$ cat config.mk
export PLATFORM = sky130hd
export DESIGN_NAME = sbgg_ctrl
export DESIGN_NICKNAME = d
export VERILOG_FILES = /design/src/rtl/sbgg_pkg.sv /design/src/rtl/sbgg_ctrl.sv
export SDC_FILE = /design/constraint.sdc
export NUM_CORES = 1
export LEC_CHECK = 0
export ABC_CLOCK_PERIOD_IN_PS = 1700
export BUFFER_PORTS_ARGS = -buffer_cell sky130_fd_sc_hd__buf_2
export CORE_MARGIN = 1
export CORE_UTILIZATION = 43
export DETAILED_ROUTE_END_ITERATION = 8
export PLACE_DENSITY = 0.74
export SETUP_SLACK_MARGIN = 0.15
export SLEW_MARGIN = 20
export SYNTH_ARGS = -nofsm -noshare
export SYNTH_HDL_FRONTEND = slang
export SYNTH_SLANG_ARGS = --single-unit
$ cat constraint.sdc
create_clock -name clock -period 1.7 [get_ports clock]
set_input_delay 0.085 -clock clock [delete_from_list [all_inputs] [get_ports clock]]
set_output_delay 0.085 -clock clock [all_outputs]
set_load 0.005 [all_outputs]
$ cat src/rtl/sbgg_pkg.sv
// Shared types, constants and helper functions for the slack-based gear governor.
// No dependencies; every other file imports this package.
`default_nettype none

package sbgg_pkg;

   localparam int WINDOW_DEPTH = 5;
   localparam int NUM_LEVELS   = 7;

   localparam int LEN_W      = 32;
   localparam int FRAC_W     = 16;
   localparam int Q_W        = 24;
   localparam int SLACK_W    = 17;
   localparam int REL_W      = 18;
   localparam int GEAR_W     = 3;
   localparam int ACT_W      = 4;
   localparam int SKIP_W     = 8;
   localparam int CNT_W      = 32;
   localparam int CSR_IDX_W  = 3;
   localparam int CSR_DATA_W = 24;

   localparam int WPTR_W    = (WINDOW_DEPTH > 1) ? $clog2(WINDOW_DEPTH) : 1;
   localparam int NUM_W     = $clog2(WINDOW_DEPTH + 1);
   localparam int SUM_W     = LEN_W + NUM_W;
   localparam int LHS_W     = SUM_W + FRAC_W;
   localparam int MUL_W     = Q_W + SUM_W;
   localparam int MUL_CNT_W = $clog2(Q_W + 1);
   localparam int DIVD_W    = LEN_W + FRAC_W;
   localparam int DIVR_W    = LEN_W;
   localparam int DIV_CNT_W = $clog2(DIVD_W + 1);
   localparam int PDN_W     = 2 * Q_W;
   localparam int PUP_W     = REL_W + Q_W + 1;

   localparam logic [Q_W-1:0]     Q_ONE           = Q_W'(65536);
   localparam logic [Q_W-1:0]     Q_MAX           = {Q_W{1'b1}};
   localparam logic [Q_W-1:0]     JUMP_RATIO      = Q_W'(163840);
   localparam logic [Q_W-1:0]     LIMIT_STEP      = Q_W'(1311);
   localparam logic [Q_W-1:0]     DOWN_STEP       = Q_W'(16384);
   localparam logic [Q_W-1:0]     SLACK_LIMIT_RST = Q_W'(3277);
   localparam logic [Q_W-1:0]     ITER_THR_RST    = Q_W'(78643);
   localparam logic [Q_W-1:0]     BIAS_FACTOR_RST = Q_W'(65536);
   localparam logic [SKIP_W-1:0]  SKIP_RST        = SKIP_W'(1);
   localparam logic [SLACK_W-1:0] SLACK_ONE       = SLACK_W'(65536);
   localparam logic [GEAR_W-1:0]  LAST_LEVEL      = GEAR_W'(NUM_LEVELS - 1);

   typedef enum logic [CSR_IDX_W-1:0] {
      CSR_SLACK_LIMIT_INIT = 3'd0,
      CSR_ITER_THRESHOLD   = 3'd1,
      CSR_BIAS_FACTOR      = 3'd2,
      CSR_SKIP_COUNT       = 3'd3,
      CSR_SHIFT_ENABLE     = 3'd4
   } csr_idx_type;

   typedef enum logic [ACT_W-1:0] {
      ACT_SKIPPED     = 4'd0,
      ACT_OBSERVED    = 4'd1,
      ACT_RESET       = 4'd2,
      ACT_RETURN      = 4'd3,
      ACT_NO_RETURN   = 4'd4,
      ACT_SLOWDOWN    = 4'd5,
      ACT_NO_SLOWDOWN = 4'd6,
      ACT_SPEEDUP     = 4'd7,
      ACT_NO_SPEEDUP  = 4'd8,
      ACT_NO_CHANGE   = 4'd9
   } action_type;

   typedef enum logic [1:0] {
      DIV_MOD,
      DIV_OWN,
      DIV_R1,
      DIV_R2
   } div_sel_type;

   typedef enum logic [4:0] {
      ST_IDLE,
      ST_COUNT,
      ST_MOD,
      ST_MOD_W,
      ST_OWN,
      ST_OWN_W,
      ST_WIN,
      ST_R1,
      ST_R1_W,
      ST_R2,
      ST_R2_W,
      ST_SUM,
      ST_MUL,
      ST_MUL_W,
      ST_PROD,
      ST_DECIDE,
      ST_FIN,
      ST_OUT
   } state_type;

   typedef struct packed {
      logic [Q_W-1:0]    iter_threshold;
      logic [Q_W-1:0]    bias_factor;
      logic [SKIP_W-1:0] skip_count;
      logic              shift_enable;
   } cfg_type;

   typedef struct packed {
      logic        take;
      logic        count;
      logic        div_start;
      div_sel_type div_sel;
      logic        own_cap;
      logic        win_write;
      logic        ratio_default;
      logic        ratio_cap;
      logic        ratio_max;
      logic        sum_cap;
      logic        mul_start;
      logic        prod_cap;
      logic        decide;
      logic        set_skip;
      logic        fin;
      logic        out_load;
   } cmd_type;

   typedef struct packed {
      logic div_done;
      logic mul_done;
      logic skip_hit;
      logic observe_only;
      logic last_zero;
      logic second_zero;
   } sts_type;

   function automatic logic [Q_W-1:0] down_bias_rst(input int idx);
      logic [CNT_W-1:0] d;
      d = CNT_W'(Q_ONE) + CNT_W'(DOWN_STEP) * CNT_W'(idx);
      return (d > CNT_W'(Q_MAX)) ? Q_MAX : d[Q_W-1:0];
   endfunction

endpackage

`default_nettype wire

$ cat src/rtl/sbgg_ctrl.sv
// Controller state machine: sequences the datapath and owns the channel handshakes.
// Depends on sbgg_pkg.
`default_nettype none

module sbgg_ctrl import sbgg_pkg::*; (
   input  wire logic    clock,
   input  wire logic    reset,
   input  wire logic    req_valid,
   output logic         req_ready,
   output logic         rsp_valid,
   input  wire logic    rsp_ready,
   input  wire sts_type sts,
   output cmd_type      cmd
);

   state_type state_ff, state_in;
   logic      rsp_valid_ff, rsp_valid_in;
   logic      out_ok;

   assign out_ok = !rsp_valid_ff || rsp_ready;

   always_comb begin
      state_in = state_ff;
      unique case (state_ff)
         ST_IDLE:   if (req_valid) state_in = ST_COUNT;
         ST_COUNT:  state_in = ST_MOD;
         ST_MOD:    state_in = ST_MOD_W;
         ST_MOD_W: begin
            if (sts.div_done) state_in = sts.skip_hit ? ST_OUT : ST_OWN;
         end
         ST_OWN:    state_in = ST_OWN_W;
         ST_OWN_W:  if (sts.div_done) state_in = ST_WIN;
         ST_WIN:    state_in = sts.observe_only ? ST_FIN : ST_R1;
         ST_R1:     state_in = sts.last_zero ? ST_SUM : ST_R1_W;
         ST_R1_W: begin
            if (sts.div_done) state_in = sts.second_zero ? ST_SUM : ST_R2;
         end
         ST_R2:     state_in = ST_R2_W;
         ST_R2_W:   if (sts.div_done) state_in = ST_SUM;
         ST_SUM:    state_in = ST_MUL;
         ST_MUL:    state_in = ST_MUL_W;
         ST_MUL_W:  if (sts.mul_done) state_in = ST_PROD;
         ST_PROD:   state_in = ST_DECIDE;
         ST_DECIDE: state_in = ST_FIN;
         ST_FIN:    state_in = ST_OUT;
         ST_OUT:    if (out_ok) state_in = ST_IDLE;
         default:   state_in = ST_IDLE;
      endcase
   end

   always_comb begin
      cmd = '0;
      cmd.div_sel = DIV_MOD;
      unique case (state_ff)
         ST_IDLE:   cmd.take = req_valid;
         ST_COUNT:  cmd.count = 1'b1;
         ST_MOD:    cmd.div_start = 1'b1;
         ST_MOD_W:  cmd.set_skip = sts.div_done && sts.skip_hit;
         ST_OWN: begin
            cmd.div_sel   = DIV_OWN;
            cmd.div_start = 1'b1;
         end
         ST_OWN_W:  cmd.own_cap = sts.div_done;
         ST_WIN:    cmd.win_write = 1'b1;
         ST_R1: begin
            cmd.div_sel       = DIV_R1;
            cmd.div_start     = !sts.last_zero;
            cmd.ratio_default = sts.last_zero;
         end
         ST_R1_W:   cmd.ratio_cap = sts.div_done;
         ST_R2: begin
            cmd.div_sel   = DIV_R2;
            cmd.div_start = 1'b1;
         end
         ST_R2_W: begin
            cmd.ratio_cap = sts.div_done;
            cmd.ratio_max = 1'b1;
         end
         ST_SUM:    cmd.sum_cap = 1'b1;
         ST_MUL:    cmd.mul_start = 1'b1;
         ST_MUL_W:  cmd.div_sel = DIV_MOD;
         ST_PROD:   cmd.prod_cap = 1'b1;
         ST_DECIDE: cmd.decide = 1'b1;
         ST_FIN:    cmd.fin = 1'b1;
         ST_OUT:    cmd.out_load = out_ok;
         default:   cmd = '0;
      endcase
   end

   assign rsp_valid_in = cmd.out_load ? 1'b1 : (rsp_ready ? 1'b0 : rsp_valid_ff);

   always_ff @(posedge clock) begin
      if (reset) begin
         state_ff     <= ST_IDLE;
         rsp_valid_ff <= 1'b0;
      end else begin
         state_ff     <= state_in;
         rsp_valid_ff <= rsp_valid_in;
      end
   end

   assign req_ready = (state_ff == ST_IDLE);
   assign rsp_valid = rsp_valid_ff;

endmodule

`default_nettype wire

; ---- After elaboration in Yosys (flattened, before gate mapping)
; Index checks and enable logic that the tools add are counted.
[totals]
in_bits = 10
word_cells = 65
regBits = 6
output_inout_bits = 19
[op_classes]
n_mux = 30
eq_ne = 24
n_reduce_logical = 9
[ops]
columns = cell, count
row1 = 5-bit one-hot mux with 18 select lines, 1
row2 = 5-bit 2-to-1 mux, 9
row3 = 5-bit by 4-bit == test with 1-bit output (second input constant), 8
row4 = 5-bit by 3-bit == test with 1-bit output (second input constant), 4
row5 = 1-bit 2-to-1 mux, 16
row6 = 2-bit inequality test (second input constant), 7
row7 = 5-bit by 2-bit == test with 1-bit output (second input constant), 2
row8 = 5-bit == test (second input constant), 2
row9 = 7-bit AND reduction, 1
row10 = 2-bit one-hot mux with 3 select lines, 1
row11 = 5-bit by 1-bit == test with 1-bit output (second input constant), 1
row12 = 5-bit logical NOT, 1
row13 = 2-bit 2-to-1 mux, 2
row14 = 3-bit OR reduction, 1
row15 = 1-bit logical NOT, 2
row16 = 1-bit one-hot mux with 2 select lines, 1
row17 = 2-bit nonzero test, 1
row18 = 2-bit OR reduction, 1
row19 = 1-bit logical AND, 1
row20 = 1-bit logical OR, 1

; ---- Longest topological paths before layout
[logic_depth]
ltp_word = 4
ltp_mapped = 6
mapped_depth_nobuf = 4

; ---- Least setup slack after synthesis
; OpenSTA, ideal clock, no wires.
[synth_timing]
kind = reg2reg
startpoint = register state_ff[4]
endpoint = register state_ff[0]
stages_incl_launch_ff = 6
synth_period_minus_slack_ps = 1571
required_ps = 1597
t_arrival_ps = 1467
setup_ps = 103
n_path_buf = 1
slack_ps = 129
cell_sequence = dfxtp_1 -> buf_6 -> or4b_4 -> o32ai_4 -> nor4_2 -> a2111oi_2
[synth_between]
elab_chain_len = 3
word_cells_on_any_way = 27
cone_classes = eq/ne (24) / mux (1) / reduce/logical (2)
[synth_rtl]
columns = element, line_no
row1 = from (decl), sbgg_ctrl.sv:16  ; state_type state_ff, state_in;
row2 = from (signal assigned), sbgg_ctrl.sv:97  ; state_ff <= state_in;
row3 = 5-bit == test (tied with other cells), sbgg_ctrl.sv:24  ; unique case (state_ff)
row4 = 2-bit inequality test (no line), n/a
row5 = 7-bit AND reduction (no line), n/a
; Several ways; a longest one is shown, not always the timed one.
; A chain may end at the register's enable or synchronous reset.

; ---- Worst setup path in the final report
[layout_timing]
startpoint = register state_ff[1]
endpoint = register state_ff[1]
; Same word-level chain as after synthesis.

==> qor.txt <==
Maxcap violations: 0
Slew Limit Fails: 0
Critical Path, Cell by Cell: xnor2_2 -> nor4_4 -> or4_1 -> o31ai_2
VDD IR-drop max: 0.3922 mV
Top FF cell, synth: dfxtp_1
Final WS setup: 0.06892 ns
Crit. path cell count: 4
Synth cell types: 45
Worst r2r path cells: 4
RSZ-0062 raised after global routing: true
CTS buffer count: 3
Inst Count DP: 150
DRT antenna net count: 0
Worst-margin pin slew: 0.4251 ns
Maximum clock frequency: 613.1 MHz
Vias in the first global route: 817
Relative slew slack: 71.29%
Commonest non-fill, non-tap cell in the layout: buf_2
Pre-antenna DRT Iters: 6
EDFF count, synth: 0
Critical path arrival: 1.81 ns
Die footprint: 1944 um2
Synth Cell Area: 762.0 um2
Initial Util: 48.33%
Finished Layout Cells: 162
WHS Path Cells: 2
Fraction of the mapped netlist area in simple logic gates: 47.45%
Antenna Cells: 0
Register clock-pin slew on the reported worst setup and hold paths: 0.06 ns
Cells after Synth: 100
CP max stage delay: 0.57 ns
Hold Vio Cnt, Final: 0
Post-DP HPWL: 1731 um
Logic pwr share: 60.3%
Final setup vio count: 0
Avg Vias per Cell: 6.031
Flop2flop setup slack: 0.07 ns
Synth Area in Adders: 0%
Clock root buffer master: clkbuf_4
Largest delay share family, worst path: simple AND/OR/NAND/NOR gates
Worst skew pair latency: 0.26 ns
IO Pins: 29
Final Skew: 0.007284 ns
DRC marker count from the first detailed-route iteration: 39
Synthesis-stage register bit count: 6
Die W: 44.10 um
Sequential share of power: 22.6%
Worst slack at placement: 0.004282 ns
First-pass GRT wire length: 3698 um
Layout area overhead: 51.89%
GRT overflow: 0
Global placement routability congestion: 0.9440
P_int: 507.5 uW
Syn nets: 110
Die Y: 44.10 um
Type of the worst setup path: flop to flop
Fraction of layout cells with a size suffix above 1: 54.79%
FP Rows: 14
Synth Area in Compound Gates: 24.14%
Hold Path Class: primary input to flop
All-Layer GR Usage: 25.47%
Mean Syn Cell Area: 7.620 um2
Routed length per instance: 15.59 um
Clock group share of total power: 17.1%
Largest net degree at the start of global routing: 13
Commonest cells after routing, fill and taps aside: 28 x buf_2, 22 x buf_4, 13 x nor2_1
Multiplexer share of the synthesized area: 0%
Slowest cell on crit path: or4_1
CP max FO: 6
Final WL: 2526 um
XOR/XNOR Fraction of Synth Area: 3.284%
P_sw: 367.9 uW
Critical path endpoint category: flop
TritonCTS clock tree: done
PortBufs: 28
H-tree depth: 1
Leak Pwr: 0.0005217 uW
Sw Ratio: 42.03%
Crit path launch type: flop
Setup TNS Final: 0 ns
DR DRC count: 0
Status: finished, final reports clean
Fillers: 132
Area of the core: 1577 um2
Final net count: 158
Worst path bufs/invs: 0
Power density over the cells: 756.4 nW/um2
Synth async-reset ratio: 0%
Final period utilization: 95.95%
Largest family of logic cells by synthesized area: simple AND/OR/NAND/NOR gates
CTS Hold Bufs: 0
Ys Warns: 0
CTS sink cnt: 6
Hold Slack: 0.1072 ns
CTS Buffer Depth: 2
Seq/Total Area, Yosys: 15.76%
Routed vias: 977
Initial antenna violation count: 0
Worst EP required: 1.88 ns
Final min period: 1.631 ns
stage by stage:
step | power, uW | util [%] | area (um2)
final | 875.4 | 73.41 | 1157
after global routing | 933.6 | 73.41 | 1157
after CTS | 795.6 | 66.98 | 1056
after detailed placement | 615.8 | 62.54 | 985.9
after global placement | 605.9 | 62.54 | 985.9
after floorplan | 473.1 | - | 762.0
routing by layer:
metal / wire length (um) / GRT usage, %
met1: 1033 / 31.74
met5: 0 / 0
met4: 86 / 7.879
met2: 1285 / 43.24
met3: 120 / 6.122
kinds of logic after synthesis:
| group | after synthesis |
|---|---|
| AND/OR/NAND/NOR | 57 |
| XOR/XNOR | 2 |
| flip-flops | 6 |
| buffers and inverters | 13 |
| AO/OA/AOI/OAI | 22 |
sequential cells by signal (all words and copies together) (netlist names):
| signal | cells |
|---|---|
| rsp_valid | 1 |
| state_ff | 5 |
synth_stat cells, types with 3 or more instances:
cell | n | share of area [%]
buf_2 | 3 | 2.0
nor2_1 | 14 | 6.9
nand3b_1 | 3 | 3.0
nand2_1 | 6 | 3.0
nor2b_1 | 3 | 2.5
dfxtp_1 | 6 | 16
a21oi_1 | 5 | 3.3
nand2b_1 | 4 | 3.3
clkbuf_1 | 3 | 1.5
or3b_1 | 3 | 3.4
nor3_1 | 6 | 3.9
a211oi_1 | 3 | 3.0
path summary, 6_finish.rpt:
check / startpoint / endpoint
min: reset / state_ff[0]
max: state_ff[1] / state_ff[1]
min reg2reg: rsp_valid / rsp_valid
max reg2reg: state_ff[1] / state_ff[1]
final cells by class:
class | count | area, um2 | share of cell area [%]
multi-input combinational | 81 | 620.6 | 53.62
tap | 16 | 20.02 | 1.730
timing repair buffer | 54 | 350.3 | 30.27
clock buffer | 3 | 22.52 | 1.946
inverter | 2 | 7.507 | 0.6486
sequential | 6 | 136.4 | 11.78
power groups by stage:
stage                     Combinational (uW)  Sequential [uW]  Clock, uW
after global placement                   414              192          0
after floorplan                          301              172          0
after global routing                     570              203        160
final                                    528              198        149
after CTS                                460              198        138
after detailed placement                 421              195          0
timing repair:
action	4_1_cts	5_1_grt
setup buffers	2	7
pin swaps	0	3
gates resized for setup	12	11
setup endpoints to repair	9	11
Power figures use the tool's default switching activity.
